File: src/hw/rtl/arxf_pkg.sv
// Package for the ARX Feistel cipher: pipeline word type, constants, round and key-schedule functions.
`default_nettype none
package arxf_pkg;

	// Schedule mixing constant
	localparam logic [31:0] MIX_CONST = 32'h5A827999;

	// Word carried along the round pipeline
	typedef struct packed {
		logic        cmd;
		logic [63:0] blk;
	} arxf_word_t;

	// Command codes
	localparam logic CMD_ENC = 1'b0;
	localparam logic CMD_DEC = 1'b1;

	// Configuration register indexes
	localparam logic REG_KEY_LOW  = 1'b0;
	localparam logic REG_KEY_HIGH = 1'b1;

	function automatic logic [7:0] rol8(input logic [7:0] v, input logic [2:0] s);
		logic [15:0] t;
		t = {v, v} << s;
		return t[15:8];
	endfunction

	function automatic logic [7:0] ror8(input logic [7:0] v, input logic [2:0] s);
		logic [15:0] t;
		t = {v, v} >> s;
		return t[7:0];
	endfunction

	// One forward round; odd rounds touch bytes 4-7
	function automatic logic [63:0] round_fwd(input logic [63:0] b, input logic [31:0] k,
		input logic odd);
		logic [7:0] b0, b1, b2, b3, b4, b5, b6, b7;
		logic [7:0] k0, k1, k2, k3;
		b0 = b[7:0];   b1 = b[15:8];  b2 = b[23:16]; b3 = b[31:24];
		b4 = b[39:32]; b5 = b[47:40]; b6 = b[55:48]; b7 = b[63:56];
		k0 = k[7:0];   k1 = k[15:8];  k2 = k[23:16]; k3 = k[31:24];
		if (!odd) begin
			b0 = rol8(b0 ^ k0, 3'd1) + b1;
			b1 = rol8(b1 ^ k1, 3'd3) ^ b2;
			b2 = rol8(b2 + k2, 3'd4) ^ b3;
			b3 = rol8(b3 ^ k3, 3'd5) + b0;
		end else begin
			b4 = rol8(b4 + k0, 3'd2) ^ b5;
			b5 = rol8(b5 ^ k1, 3'd4) + b6;
			b6 = rol8(b6 + k2, 3'd5) ^ b7;
			b7 = rol8(b7 ^ k3, 3'd6) + b4;
		end
		return {b7, b6, b5, b4, b3, b2, b1, b0};
	endfunction

	// Inverse of round_fwd
	function automatic logic [63:0] round_inv(input logic [63:0] b, input logic [31:0] k,
		input logic odd);
		logic [7:0] b0, b1, b2, b3, b4, b5, b6, b7;
		logic [7:0] k0, k1, k2, k3;
		b0 = b[7:0];   b1 = b[15:8];  b2 = b[23:16]; b3 = b[31:24];
		b4 = b[39:32]; b5 = b[47:40]; b6 = b[55:48]; b7 = b[63:56];
		k0 = k[7:0];   k1 = k[15:8];  k2 = k[23:16]; k3 = k[31:24];
		if (!odd) begin
			b3 = ror8(b3 - b0, 3'd5) ^ k3;
			b2 = ror8(b2 ^ b3, 3'd4) - k2;
			b1 = ror8(b1 ^ b2, 3'd3) ^ k1;
			b0 = ror8(b0 - b1, 3'd1) ^ k0;
		end else begin
			b7 = ror8(b7 - b4, 3'd6) ^ k3;
			b6 = ror8(b6 ^ b7, 3'd5) - k2;
			b5 = ror8(b5 - b6, 3'd4) ^ k1;
			b4 = ror8(b4 ^ b5, 3'd2) - k0;
		end
		return {b7, b6, b5, b4, b3, b2, b1, b0};
	endfunction

	// One key-schedule step: rotate bytes, mix constant and round number
	function automatic logic [127:0] sched_step(input logic [127:0] w, input int s,
		input logic [7:0] r);
		logic [127:0] t;
		t = {w[7:0], w[127:8]};
		t[8*s +: 8] = t[8*s +: 8] ^ MIX_CONST[8*s +: 8];
		t[8*(s+7) +: 8] = t[8*(s+7) +: 8] ^ r;
		return t;
	endfunction

endpackage
`default_nettype wire

File: src/hw/rtl/arxf_sched.sv
// Key schedule sequencer and subkey register file.
`default_nettype none
module arxf_sched import arxf_pkg::*; #(
	parameter int ROUNDS = 32
) (
	input  wire logic                      clk,
	input  wire logic                      arst_n,
	input  wire logic                      load,
	input  wire logic [127:0]              key,
	output logic                           busy,
	output logic [8*(4*ROUNDS+8)-1:0]      sk
);
	localparam int NSK = 4*ROUNDS + 8;
	localparam int CW  = $clog2(ROUNDS + 1);

	logic [127:0]  wk_q;
	logic [CW-1:0] cnt_q;
	logic          busy_q;
	logic [7:0]    store_q [NSK];
	logic [127:0]  w [5];
	logic [7:0]    kb [4];

	// Four chained schedule steps per cycle
	always_comb begin
		w[0] = wk_q;
		for (int s = 0; s < 4; s++) begin
			w[s+1] = sched_step(w[s], s, 8'(cnt_q));
			kb[s]  = w[s+1][16*s +: 8] ^ w[s+1][16*s+8 +: 8];
		end
	end

	// Sequencer: one round row per cycle, then the final whitening bytes
	always_ff @(posedge clk or negedge arst_n) begin
		if (!arst_n) begin
			wk_q   <= '0;
			cnt_q  <= '0;
			busy_q <= 1'b1;
		end else if (load) begin
			wk_q   <= key;
			cnt_q  <= '0;
			busy_q <= 1'b1;
		end else if (busy_q) begin
			if (cnt_q == CW'(ROUNDS)) begin
				busy_q <= 1'b0;
			end else begin
				wk_q  <= w[4];
				cnt_q <= cnt_q + CW'(1);
			end
		end
	end

	// Subkey writes
	always_ff @(posedge clk) begin
		if (busy_q && !load) begin
			for (int j = 0; j < ROUNDS; j++) begin
				if (cnt_q == CW'(j)) begin
					for (int s = 0; s < 4; s++) store_q[4*j+s] <= kb[s];
				end
			end
			if (cnt_q == CW'(ROUNDS)) begin
				for (int i = 0; i < 8; i++)
					store_q[4*ROUNDS+i] <= wk_q[8*i +: 8] ^ wk_q[8*(15-i) +: 8];
			end
		end
	end

	always_comb begin
		for (int e = 0; e < NSK; e++) sk[8*e +: 8] = store_q[e];
	end

	assign busy = busy_q;

endmodule
`default_nettype wire

File: config.mk
export PLATFORM = sky130hd
export DESIGN_NAME = arxf_sched
export DESIGN_NICKNAME = d
export VERILOG_FILES = /design/src/hw/rtl/arxf_pkg.sv /design/src/hw/rtl/arxf_sched.sv
export SDC_FILE = /design/constraint.sdc
export NUM_CORES = 1
export LEC_CHECK = 0
export BUFFER_PORTS_ARGS = -buffer_cell sky130_fd_sc_hd__buf_2
export CAP_MARGIN = 20
export CORE_AREA = 2 2 481 483
export CTS_BUF_LIST = sky130_fd_sc_hd__clkbuf_4
export CTS_CLUSTER_SIZE = 16
export DETAILED_ROUTE_END_ITERATION = 12
export DIE_AREA = 0 0 483 485
export PLACE_DENSITY = 0.37
export RECOVER_POWER = 100
export SYNTH_ARGS = -nofsm -noshare
export SYNTH_HDL_FRONTEND = slang
export SYNTH_SLANG_ARGS = --single-unit
File: constraint.sdc
create_clock -name clk -period 24.7 [get_ports clk]
set_input_delay 2.47 -clock clk [delete_from_list [all_inputs] [get_ports clk]]
set_output_delay 2.47 -clock clk [all_outputs]
set_load 0.05 [all_outputs]
* Yosys cells after proc, flatten, opt, wreduce, memory -nomap -nowiden *
Memories as Yosys holds them, arrays and structs flattened.
Cells that the tools add are included.

operators by class
  $add $sub $neg = 1
  equality and inequality tests = 33
  multiplexer cells = 492
  bitwise gates (word level) = 20
  reductions and logical operators = 133

operator list
  kind                                                              number
  8-bit two-way mux                                                 256
  8-bit OR reduction                                                128
  128-bit two-way mux                                               3
  1-bit two-way mux                                                 230
  6-bit by 5-bit == test with 1-bit output (second input constant)  16
  8-bit bitwise XOR                                                 12
  6-bit by 4-bit == test with 1-bit output (second input constant)  8
  8-bit by 6-bit bitwise XOR with 8-bit output                      4
  6-bit by 3-bit == test with 1-bit output (second input constant)  4
  6-bit two-way mux                                                 3
  6-bit by 2-bit == test with 1-bit output (second input constant)  2
  4-bit NOT                                                         2
  6-bit by 1-bit adder with 6-bit output (second input constant)    1
  6-bit by 1-bit == test with 1-bit output (second input constant)  1
  6-bit == test (second input constant)                             1
  6-bit zero test                                                   1
  5-bit NOT                                                         1
  2-bit != test (second input constant)                             1
  2-bit NOT                                                         1
  2-bit AND reduction                                               1
  2-bit nonzero test                                                1
  1-bit logical AND                                                 1
  1-bit zero test                                                   1

storage, ports and cells
  flip-flop bits (word level) = 135
  RAM bits = 1088
  input port bits = 131
  output and inout port bits = 1089
  logic and storage cells = 683
  memories = 1

memory list
  memory   depth  bits a word  read ports  clocked after memory_dff  write ports  RTL line          text
  store_q  136    8            136         0                         8            arxf_sched.sv:19  logic [7:0] store_q [NSK];

* Logic depth before layout (Yosys ltp) *
  depth in word-level cells = 37
  gate-level depth with buffers = 9
  gate-level depth less buffers = 5

* Least setup slack after synthesis *
No wires, ideal clock.

  kind = input to register
  start point = input port load
  end point = memory store_q[128][0] (netlist: store_q[16][0]) (enable)
  arrival time = 8.910 ns
  data required time = 24.056 ns
  slack = 15.147 ns
  stages on the path = 4
  cell sequence = buf_2 -> nor2b_1 -> nand2_1 -> nor4_1

RTL lines
  item         RTL line          text
  from (decl)  arxf_sched.sv:8   input wire logic load,
  to (decl)    arxf_sched.sv:19

* Worst setup path after layout *
  start point = input port load
  end point = register wk_q[8]

on the way
  longest elaborated chain between the ends = 2
  elaborated cells on any way between the ends = 4
  classes of those cells = 1 x eq/ne; 1 x mux; 2 x reduce/logical

ends and longest elaborated chain
  item                                                           RTL line          text
  2-bit != test (no line) or 2-bit nonzero test (tied branches)  -
  2-bit AND reduction (no line)                                  -
  to (signal assigned)                                           arxf_sched.sv:39  wk_q <= key;
  to (signal assigned)                                           arxf_sched.sv:46  wk_q <= w[4];
  to (decl)                                                      arxf_sched.sv:16  logic [127:0] wk_q;

Parallel ways exist; a longest one is shown, timed or not.
A chain may end at the register's enable or synchronous reset.

==> metrics.txt <==
status complete, but fails checks; failing checks max-capacitance violations, max-slew violations; Yosys top cell by area edfxtp_1; met3 wire length 17.4 mm; total CTS buffers 365; sequential cell area fraction in the yosys report 85.2%; Initial Util 18.5%; VDD IR max 0.0350 mV; setup TNS 0 ns; Post-Synthesis Cells 2221; syn avg cell area 19.1 um^2; pre-CTS setup slack 19.62 ns; RSZ-0062 raised after global routing false; Worst Path Arrival 11.17 ns; Placement Cell Area 0.0530 mm^2; GP Congestion 0.785; Final Cell Area 0.0556 mm^2; hold crit path type reg -> reg; pin count of the biggest net entering global routing 215; vias per cell 4.09; vias in the first global route 28400; routed length per instance 30.3 um; share of cells above drive strength 1 18.7%; final core occ 24.3%; critical path endpoint category flop; Max Slew Vio Count 2611; Clock Sinks 1223; worst-path fanout max 76; hold buffers post-CTS 0; Rows 176; post-DP HPWL 145 mm; Routed Wire Length 214 mm; min Tclk post-route 10.27 ns; io pins 1220; gr usage total 17.4%; first-pass GRT wire length 275 mm; Post-DRT Antenna Nets 0; final setup vio count 0; vias 28900; Critical Path RT 25.59 ns; DP Cell Count 6413; Worst setup SP type input port; DR top layer met5; Post-Layout Cell Count 7067; Netlist cell types 37; Max-Cap Viols 78; clock skew 0.202 ns; setup ws final 14.43 ns; synthesis-to-layout area growth 31.4%; Reg clk slew, reported paths 0.07 ns; Met2 Wirelength 111 mm; # resized after CTS 0; number of antenna violations at the first check in global routing 72; #FFs+latches synth 1223; H-tree depth 5; Max Root-Sink Buffers 4; clk root buf clkbuf_4; setup bufs post-CTS 0; leading post-synthesis cells by cell area edfxtp_1 77%, dfrtp_1 7.9%, o211ai_1 2.2%; Skew-Pair Late Insertion Delay 1.37 ns; DR iter-0 viols 2403; grt total ovfl 0; Final Hold Viols 0; 1st-pass router iterations 5; Final period util 41.6%; DRC errors left 0; main flop type after synthesis edfxtp_1; EDFF count, synth 1088; synth warn 0; Pwr Density 86.2 mW/mm^2; maximum achievable frequency 97.4 MHz; Yosys top cell area share 77.2%; Die Ht 485 um; Worst Tran Pin Value 4.03 ns; Hold Slack 0.566 ns; Nets 3891; ys async rst share 11.0%; met1 wire length 80.9 mm; Leak 17.8 nW; number of I/O port buffers 1219; CTS tree yes; die width 483 um; die area 0.234 mm^2; max_slew headroom -169%; mapped cell area 0.0423 mm^2; Core Box Area 0.229 mm^2; syn_nets 2356; critical path class in -> reg; Tot Pwr 4.80 mW
## sequential cells by signal, indices dropped and copies added (netlist names)
register	count
busy	1
cnt_q	6
store_q	1088
wk_q	128
## worst max-delay path, stage by stage
cell,delay (ns)
clkbuf_1,2.60
clkinvlp_2,3.37
clkbuf_1,1.81
o2111ai_1,0.61
o211ai_1,0.15
## final timing paths
check | from | end | slack (ns) | cells past startpoint
setup / recovery | load | wk_q[8] | 14.43 | 5
hold / removal | wk_q[54] | wk_q[22] | 0.57 | 2
setup reg to reg | cnt_q[2] | store_q[5][18] | 19.71 | 3
hold reg to reg | wk_q[54] | wk_q[22] | 0.57 | 2
max in group asynchronous | arst_n | wk_q[54] | 18.32 | 2
min in group asynchronous | arst_n | wk_q[109] | 2.13 | 1
## layer usage
layer	up-vias	track usage, %
li1	12100	-
met1	14900	19.8
met2	1544	30.9
met3	333	5.84
met4	46	4.78
met5	-	0
## cell usage in the layout, fill, tap and decap left out, types with 10 or more instances in the layout
cell	netlist	final
a21oi_1	35	35
a31oi_1	97	97
buf_2	34	128
clkbuf_1	82	1168
clkbuf_4	0	535
clkinv_1	1	63
clkinv_2	0	13
dfrtp_1	134	134
diode_2	0	29
edfxtp_1	1088	1088
nand2_1	116	116
nand3_1	32	32
nand4_1	25	25
nor2_1	45	22
nor2_4	0	23
nor2b_1	102	101
nor3b_1	25	25
o2111ai_1	89	89
o211ai_1	124	124
xnor2_2	0	10
xor2_1	100	87
xor2_4	0	13
## report_power, final
part	internal, mW	switching (mW)
clock	0.996	0.903
sequential	2.41	0.0508
combinational	0.0641	0.376
total	3.47	1.33
## layout make-up
type                            count  area (um^2)
Multi-Input combinational cell    855         6140
Fill cell                       24700       173000
Clock inverter                     88          409
Sequential cell                  1223        36100
Clock buffer                      535         4020
Inverter                            5         20.0
Antenna cell                       29         72.6
Tap cell                         3026         3790
Timing Repair Buffer             1306         5110
## Yosys cell counts (3+ instances only)
cell type,count
or3_1,9
dfrtp_1,134
buf_1,13
nand2_1,116
o211ai_1,124
nor2b_1,102
buf_4,3
ha_1,4
o31ai_1,8
o22ai_1,7
a31oi_1,97
nor3b_1,25
o2111ai_1,89
buf_2,34
xor2_1,100
clkbuf_1,82
nand4_1,25
inv_1,4
nand3_1,32
nor2_1,45
edfxtp_1,1088
buf_6,6
a21oi_1,35
a2111o_1,6
xnor2_1,19
## cell families (layout without fill, tap and decap cells)
family | after synthesis | after routing | synth area share (%)
buffers and inverters | 143 | 1934 | 1.50
AND/OR/NAND/NOR | 362 | 362 | 4.39
adder cells (fa/ha/maj) | 4 | 4 | 0.118
multiplexers | 1 | 1 | 0.0266
flip-flops | 1223 | 1223 | 85.2
AO/OA/AOI/OAI | 369 | 369 | 6.34
XOR/XNOR | 119 | 119 | 2.46
other | 0 | 29 | 0
Note: power is estimated with default switching activity, not from simulation.
