`src/hw/rtl/arxf_pkg.sv`:
```
// Package for the ARX Feistel cipher: pipeline word type, constants, round and key-schedule functions.
`default_nettype none
package arxf_pkg;

	// Schedule mixing constant
	localparam logic [31:0] MIX_CONST = 32'h5A827999;

	// Word carried along the round pipeline
	typedef struct packed {
		logic        cmd;
		logic [63:0] blk;
	} arxf_word_t;

	// Command codes
	localparam logic CMD_ENC = 1'b0;
	localparam logic CMD_DEC = 1'b1;

	// Configuration register indexes
	localparam logic REG_KEY_LOW  = 1'b0;
	localparam logic REG_KEY_HIGH = 1'b1;

	function automatic logic [7:0] rol8(input logic [7:0] v, input logic [2:0] s);
		logic [15:0] t;
		t = {v, v} << s;
		return t[15:8];
	endfunction

	function automatic logic [7:0] ror8(input logic [7:0] v, input logic [2:0] s);
		logic [15:0] t;
		t = {v, v} >> s;
		return t[7:0];
	endfunction

	// One forward round; odd rounds touch bytes 4-7
	function automatic logic [63:0] round_fwd(input logic [63:0] b, input logic [31:0] k,
		input logic odd);
		logic [7:0] b0, b1, b2, b3, b4, b5, b6, b7;
		logic [7:0] k0, k1, k2, k3;
		b0 = b[7:0];   b1 = b[15:8];  b2 = b[23:16]; b3 = b[31:24];
		b4 = b[39:32]; b5 = b[47:40]; b6 = b[55:48]; b7 = b[63:56];
		k0 = k[7:0];   k1 = k[15:8];  k2 = k[23:16]; k3 = k[31:24];
		if (!odd) begin
			b0 = rol8(b0 ^ k0, 3'd1) + b1;
			b1 = rol8(b1 ^ k1, 3'd3) ^ b2;
			b2 = rol8(b2 + k2, 3'd4) ^ b3;
			b3 = rol8(b3 ^ k3, 3'd5) + b0;
		end else begin
			b4 = rol8(b4 + k0, 3'd2) ^ b5;
			b5 = rol8(b5 ^ k1, 3'd4) + b6;
			b6 = rol8(b6 + k2, 3'd5) ^ b7;
			b7 = rol8(b7 ^ k3, 3'd6) + b4;
		end
		return {b7, b6, b5, b4, b3, b2, b1, b0};
	endfunction

	// Inverse of round_fwd
	function automatic logic [63:0] round_inv(input logic [63:0] b, input logic [31:0] k,
		input logic odd);
		logic [7:0] b0, b1, b2, b3, b4, b5, b6, b7;
		logic [7:0] k0, k1, k2, k3;
		b0 = b[7:0];   b1 = b[15:8];  b2 = b[23:16]; b3 = b[31:24];
		b4 = b[39:32]; b5 = b[47:40]; b6 = b[55:48]; b7 = b[63:56];
		k0 = k[7:0];   k1 = k[15:8];  k2 = k[23:16]; k3 = k[31:24];
		if (!odd) begin
			b3 = ror8(b3 - b0, 3'd5) ^ k3;
			b2 = ror8(b2 ^ b3, 3'd4) - k2;
			b1 = ror8(b1 ^ b2, 3'd3) ^ k1;
			b0 = ror8(b0 - b1, 3'd1) ^ k0;
		end else begin
			b7 = ror8(b7 - b4, 3'd6) ^ k3;
			b6 = ror8(b6 ^ b7, 3'd5) - k2;
			b5 = ror8(b5 - b6, 3'd4) ^ k1;
			b4 = ror8(b4 ^ b5, 3'd2) - k0;
		end
		return {b7, b6, b5, b4, b3, b2, b1, b0};
	endfunction

	// One key-schedule step: rotate bytes, mix constant and round number
	function automatic logic [127:0] sched_step(input logic [127:0] w, input int s,
		input logic [7:0] r);
		logic [127:0] t;
		t = {w[7:0], w[127:8]};
		t[8*s +: 8] = t[8*s +: 8] ^ MIX_CONST[8*s +: 8];
		t[8*(s+7) +: 8] = t[8*(s+7) +: 8] ^ r;
		return t;
	endfunction

endpackage
`default_nettype wire

```
`src/hw/rtl/arxf_cell.sv`:
```
// One round cell of the cipher pipeline, forward or inverse by command.
`default_nettype none
module arxf_cell import arxf_pkg::*; #(
	parameter bit ENC_ODD = 1'b0,
	parameter bit DEC_ODD = 1'b0
) (
	input  wire logic       clk,
	input  wire logic       arst_n,
	input  wire logic       v_in,
	input  wire arxf_word_t d_in,
	input  wire logic       rdy_next,
	input  wire logic [31:0] key_enc,
	input  wire logic [31:0] key_dec,
	output logic            rdy_prev,
	output logic            v_out,
	output arxf_word_t      d_out
);
	logic       v_q;
	arxf_word_t d_q;
	logic [63:0] nxt;

	assign rdy_prev = !v_q || rdy_next;

	// Round logic
	always_comb begin
		if (d_in.cmd == CMD_DEC) nxt = round_inv(d_in.blk, key_dec, DEC_ODD);
		else                     nxt = round_fwd(d_in.blk, key_enc, ENC_ODD);
	end

	always_ff @(posedge clk or negedge arst_n) begin
		if (!arst_n) begin
			v_q <= 1'b0;
		end else if (rdy_prev) begin
			v_q <= v_in;
		end
	end

	always_ff @(posedge clk) begin
		if (rdy_prev && v_in) begin
			d_q.cmd <= d_in.cmd;
			d_q.blk <= nxt;
		end
	end

	assign v_out = v_q;
	assign d_out = d_q;

endmodule
`default_nettype wire
```
`config.mk`:
```
export PLATFORM = sky130hd
export DESIGN_NAME = arxf_cell
export DESIGN_NICKNAME = d
export VERILOG_FILES = /design/src/hw/rtl/arxf_pkg.sv /design/src/hw/rtl/arxf_cell.sv
export SDC_FILE = /design/constraint.sdc
export NUM_CORES = 1
export LEC_CHECK = 0
export BUFFER_PORTS_ARGS = -buffer_cell sky130_fd_sc_hd__clkbuf_2
export CORE_MARGIN = 10
export CORE_UTILIZATION = 45
export DETAILED_ROUTE_END_ITERATION = 16
export PLACE_DENSITY = 0.86
export REMOVE_ABC_BUFFERS = 1
export SETUP_SLACK_MARGIN = 0.3
export SYNTH_ARGS = -nofsm -noshare
export SYNTH_HDL_FRONTEND = slang
export SYNTH_SLANG_ARGS = --single-unit
```
`constraint.sdc`:
```
create_clock -name clk -period 2.5 [get_ports clk]
set_clock_uncertainty 0.1 [all_clocks]
set_input_delay 0.125 -clock clk [delete_from_list [all_inputs] [get_ports clk]]
set_output_delay 0.125 -clock clk [all_outputs]
set_load 0.01 [all_outputs]
```
* Word level (Yosys, flattened, before mapping) *
Cells that the tools add are included.

word-level totals
  flip-flop bits (word level) = 66
  input port bits = 133
  output and inout port bits = 67
  logic and storage cells = 23

cells by class
  add/subtract/negate cells = 6
  multiplexer cells = 1
  bitwise logic cells = 10
  reductions and logical operators = 3

operator list
  kind               number
  8-bit XOR          10
  32-bit 2-to-1 mux  1
  8-bit adder        3
  8-bit subtractor   3
  1-bit logical AND  1
  1-bit logical NOT  1
  1-bit logical OR   1

* Logic depth before layout (Yosys ltp) *
  word-level depth = 9
  depth in mapped cells = 20

* Least setup slack after synthesis *
Ideal clock, no wire load.

  path kind = in2reg
  start point = input port d_in[1] in the netlist's numbering
  end point = register d_q (netlist bit d_out[6]) (data pin)
  arrival = 3.875 ns
  data required time = 2.242 ns
  slack = -1.633 ns
  stages = 19
  path through = inv_1 > ha_1 > nor2b_1 > o21ai_0 > a21boi_0 > o21a_1 > o21a_1 > o21ai_0 > nand2_1 > xor3_1 > ha_1 > clkbuf_8 > and3_4 > a2111oi_4 > nand3_2 > o221a_1 > a211o_1 > a311o_1 > o211ai_1

between the ends
  word-level cells in the longest chain between the ends = 9
  elaborated cells between the ends (all ways) = 11

RTL lines
  what                     line             RTL
  start: declaration       arxf_cell.sv:10  input wire arxf_word_t d_in,
  8-bit subtractor         arxf_pkg.sv:65   b3 = ror8(b3 - b0, 3'd5) ^ k3;
  8-bit XOR                arxf_pkg.sv:65
  8-bit XOR                arxf_pkg.sv:66   b2 = ror8(b2 ^ b3, 3'd4) - k2;
  8-bit subtractor         arxf_pkg.sv:66
  8-bit XOR (2 in series)  arxf_pkg.sv:67   b1 = ror8(b1 ^ b2, 3'd3) ^ k1;
  8-bit subtractor         arxf_pkg.sv:68   b0 = ror8(b0 - b1, 3'd1) ^ k0;
  8-bit XOR                arxf_pkg.sv:68
  32-bit 2-to-1 mux (*)    arxf_cell.sv:26  if (d_in.cmd == CMD_DEC) nxt = round_inv(d_in.blk, key_dec, DEC_ODD);
  named net nxt[6]         arxf_cell.sv:20  logic [63:0] nxt;
  end: declaration         arxf_cell.sv:19  arxf_word_t d_q;

The timed path passes the listed nets; every way through them passes the cells marked *.
A chain may end at the register's enable or synchronous reset.

* Worst setup path in the final report *
  start point = input port d_in[24] in the netlist's numbering
  end point = register d_q (netlist bit d_out[1]) (data pin)

between the ends
  word-level cells in the longest chain between the ends = 9

RTL lines
  what                     line
  8-bit subtractor         arxf_pkg.sv:65
  8-bit XOR                arxf_pkg.sv:65
  8-bit XOR                arxf_pkg.sv:66
  8-bit subtractor         arxf_pkg.sv:66
  8-bit XOR (2 in series)  arxf_pkg.sv:67
  8-bit subtractor         arxf_pkg.sv:68
  8-bit XOR                arxf_pkg.sv:68
  32-bit 2-to-1 mux        arxf_cell.sv:26
  named net nxt[1]         arxf_cell.sv:20

The timed path passes the listed nets, and every way through them passes these cells.

==> flow_summary.json <==
{
  "clock_latency_ps": 360,
  "status": "complete, but fails checks",
  "cp_num_buf_inv": 5,
  "ys_async_sr_fraction_pct": 1.515,
  "rsz0062_at_grt": "true",
  "synth_edf_count": 65,
  "grt_max_degree": 46,
  "syn-cell-area_um2": 4981,
  "synth-main-ff-cell": "edfxtp_1",
  "pin_count": 200,
  "wl_per_cell_um": 25.38,
  "core-area_um2": 10840,
  "worstSetupPathType": "in2reg",
  "first_pass_iters": 5,
  "relSlewSlack_pct": 59.69,
  "clockRootBuffer": "clkbuf_8",
  "path_depth": 20,
  "place.gp.congestion": 0.9735,
  "grt_usage_pct": 25.47,
  "start_kind": "input port",
  "num_vias": 5612,
  "grt_pass1_wl_um": 31560,
  "p_leak_nw": 3.958,
  "fin_crit_sh_pct": 156.7,
  "yosysUniqueCellTypes": 60,
  "rows": 38,
  "netlist_instances": 452,
  "layout_common_cells": "194 x clkbuf_2, 114 x buf_4, 65 x edfxtp_1, 51 x xnor2_1, 37 x xor2_1",
  "finalHoldViolCount": 0,
  "hp-class": "in2reg",
  "final_common_cell": "clkbuf_2",
  "drtIter0Drc": 754,
  "path_max_fanout": 3,
  "htreeDepth": 3,
  "worst_slew_pin_slew_ps": 602.7,
  "endpoint_kind": "flop",
  "critPathSlowestCell": "fa_2",
  "gr-total-overflow": 0,
  "clk_pin_slew_ps": 80,
  "antenna_found_initial": 1,
  "start_util_pct": 45.95,
  "avgSynthCellArea_um2": 11.02,
  "cts_tree": "built",
  "dp.cells": 883,
  "cts_sinks": 66,
  "layout.cells.non_filler": 972,
  "synth_warnings": 0,
  "whs_path_depth": 3,
  "grt_pass1_vias": 5651,
  "seq_area_frac_synth_pct": 39.69,
  "postRouteAntennaNets": 0,
  "setup_ws_ps": -1417,
  "slowest_delay_ps": 480,
  "power_per_cell_area_nw_per_um2": 845.9,
  "cts_inserted_buffers": 9,
  "slew_viol_final": 0,
  "syn_to_final_growth_pct": 69.53,
  "via_per_inst": 5.774,
  "required_ps": 2600,
  "power_w": 0.007143,
  "r2r_cells": 3,
  "io_buffers": 199,
  "path_cells": "buf_6 > inv_4 > ha_4 > fa_2 > xnor2_4 > xnor2_2 > ha_4 > fa_2 > and2b_2 > o31a_4 > a21oi_4 > xnor2_2 > buf_4 > fa_2 > buf_4 > buf_6 > xnor2_2 > xnor2_1 > nor2_1 > a21oi_2",
  "drive_gt1_share_pct": 55.84,
  "vdd_ir_drop_max_v": 0.0005909,
  "maxCapViolCount": 0,
  "synth_seq_cells": 66,
  "finalCriticalPeriod_ps": 3917,
  "die_h_um": 125.2,
  "violations": "setup timing",
  "cts_max_path_buffers": 2,
  "nets": 1004,
  "die_x_um": 125.2,
  "finalSetupViolCount": 24,
  "drt-total-wl_um": 24670,
  "dpl.hpwl_um": 14990,
  "worstPathArrival_ps": 4020,
  "crit_family": "adder cells",
  "fmax_mhz": 255.3,
  "die_area_um2": 15680,
  "drcViolationCount": 0
}
-- flip-flops by register name, summed over array words and instances, names as in the netlist --
| signal | flops |
|---|---|
| d_out | 65 |
| v_out | 1 |
-- routing by layer --
metal | track usage, % | part of all wire, % | up-vias
li1 | - | - | 2339
met1 | 27.26 | 34 | 2655
met2 | 45.91 | 49 | 482
met3 | 7.351 | 11 | 136
met4 | 10.50 | 6.8 | 0
met5 | 0 | 0 | -
-- timing repair --
item                                    in CTS  in global routing
hold buffers                                36                  0
endpoints found under the setup margin      28                 28
endpoints found under the hold margin       34                  0
pin swaps                                   67                 39
resized for setup                          104                 68
setup buffers                               17                 19
-- stage by stage --
stage / instance area, um2 / hold WS (ps) / util [%] / TNS, ps / worst slack, ps
4_1_cts: 7984 / 73.75 / 73.65 / -12360 / -1281
3_5_place_dp: 6842 / -195.5 / 63.11 / -28860 / -2023
3_3_place_gp: 6842 / -198.8 / 63.11 / -26610 / -1874
5_1_grt: 8442 / 70.35 / 77.87 / -15990 / -1474
2_1_floorplan: 4896 / -270.6 / - / -25160 / -1608
6_report: 8444 / 62.98 / 77.90 / -15330 / -1417
-- cell type report --
class,instances,area [um2]
tap,140,175.2
antenna,1,2.502
clock buffer,12,135.1
sequential,66,1977
multi-input combinational,339,3452
fill,563,2396
inverter,36,137.6
clock inverter,4,28.78
timing repair buffer,374,2536
-- synthesized netlist by cell type, types with 2 or more instances --
| cell | instances | share of area, % |
|---|---|---|
| ha_1 | 39 | 9.8 |
| edfxtp_1 | 65 | 39 |
| nand2_1 | 18 | 1.4 |
| mux2i_1 | 9 | 1.8 |
| nor2b_1 | 2 | 0.25 |
| inv_1 | 35 | 2.6 |
| o21a_1 | 5 | 0.75 |
| buf_6 | 3 | 0.68 |
| xnor2_1 | 77 | 14 |
| a21boi_0 | 3 | 0.45 |
| fa_1 | 6 | 2.4 |
| nor3b_1 | 2 | 0.30 |
| or3_2 | 2 | 0.30 |
| clkbuf_1 | 4 | 0.30 |
| clkbuf_8 | 2 | 0.55 |
| nor3_1 | 4 | 0.40 |
| nand3_1 | 5 | 0.50 |
| o21ai_0 | 17 | 1.7 |
| nor4_1 | 2 | 0.25 |
| a21o_1 | 13 | 2.0 |
| xor2_1 | 41 | 7.2 |
| nor2_1 | 20 | 1.5 |
| a21oi_1 | 30 | 3.0 |
| o21bai_1 | 7 | 1.1 |
| nand2b_1 | 3 | 0.38 |
| a31oi_1 | 4 | 0.50 |
-- logic make-up (layout without fill, tap and decap cells) --
kind of cell / after synthesis / after routing / share of synthesized area [%]
muxes: 9 / 9 / 1.809
xor gates and xnor gates: 120 / 120 / 21.55
buffers and inverters: 47 / 426 / 4.421
DFF: 66 / 66 / 39.69
adders and majority gates: 46 / 46 / 12.41
other: 0 / 1 / 0
and+or+nand+nor: 69 / 69 / 7.134
AOI/OAI and AO/OA: 95 / 95 / 12.99
-- worst paths after layout --
| check | slack [ps] | end | start |
|---|---|---|---|
| max | -1420 | d_out[1]$_DFFE_PP_ | d_in[24] |
| min in group asynchronous | 530 | v_out$_DFFE_PN0N_ | arst_n |
| max reg2reg | 810 | d_out[14]$_DFFE_PP_ | v_out$_DFFE_PN0N_ |
| max in group asynchronous | 1670 | v_out$_DFFE_PN0N_ | arst_n |
| min reg2reg | 1040 | d_out[2]$_DFFE_PP_ | v_out$_DFFE_PN0N_ |
| min | 60 | d_out[7]$_DFFE_PP_ | key_dec[7] |
-- where the power goes --
part	total (W)	internal [W]	switching [W]
Combinational	0.00480	0.00250	0.00230
Sequential	0.00150	0.00144	0.0000594
Clock	0.000846	0.000362	0.000484
Total	0.00714	0.00430	0.00285
-- worst reg2reg max path: cells and delay by family, from the launching register on --
kind | cells | cell delay (ps)
buf+inv | 1 | 490
flops | 1 | 400
simple gates | 2 | 320
Note: power is estimated with default switching activity, not from simulation.
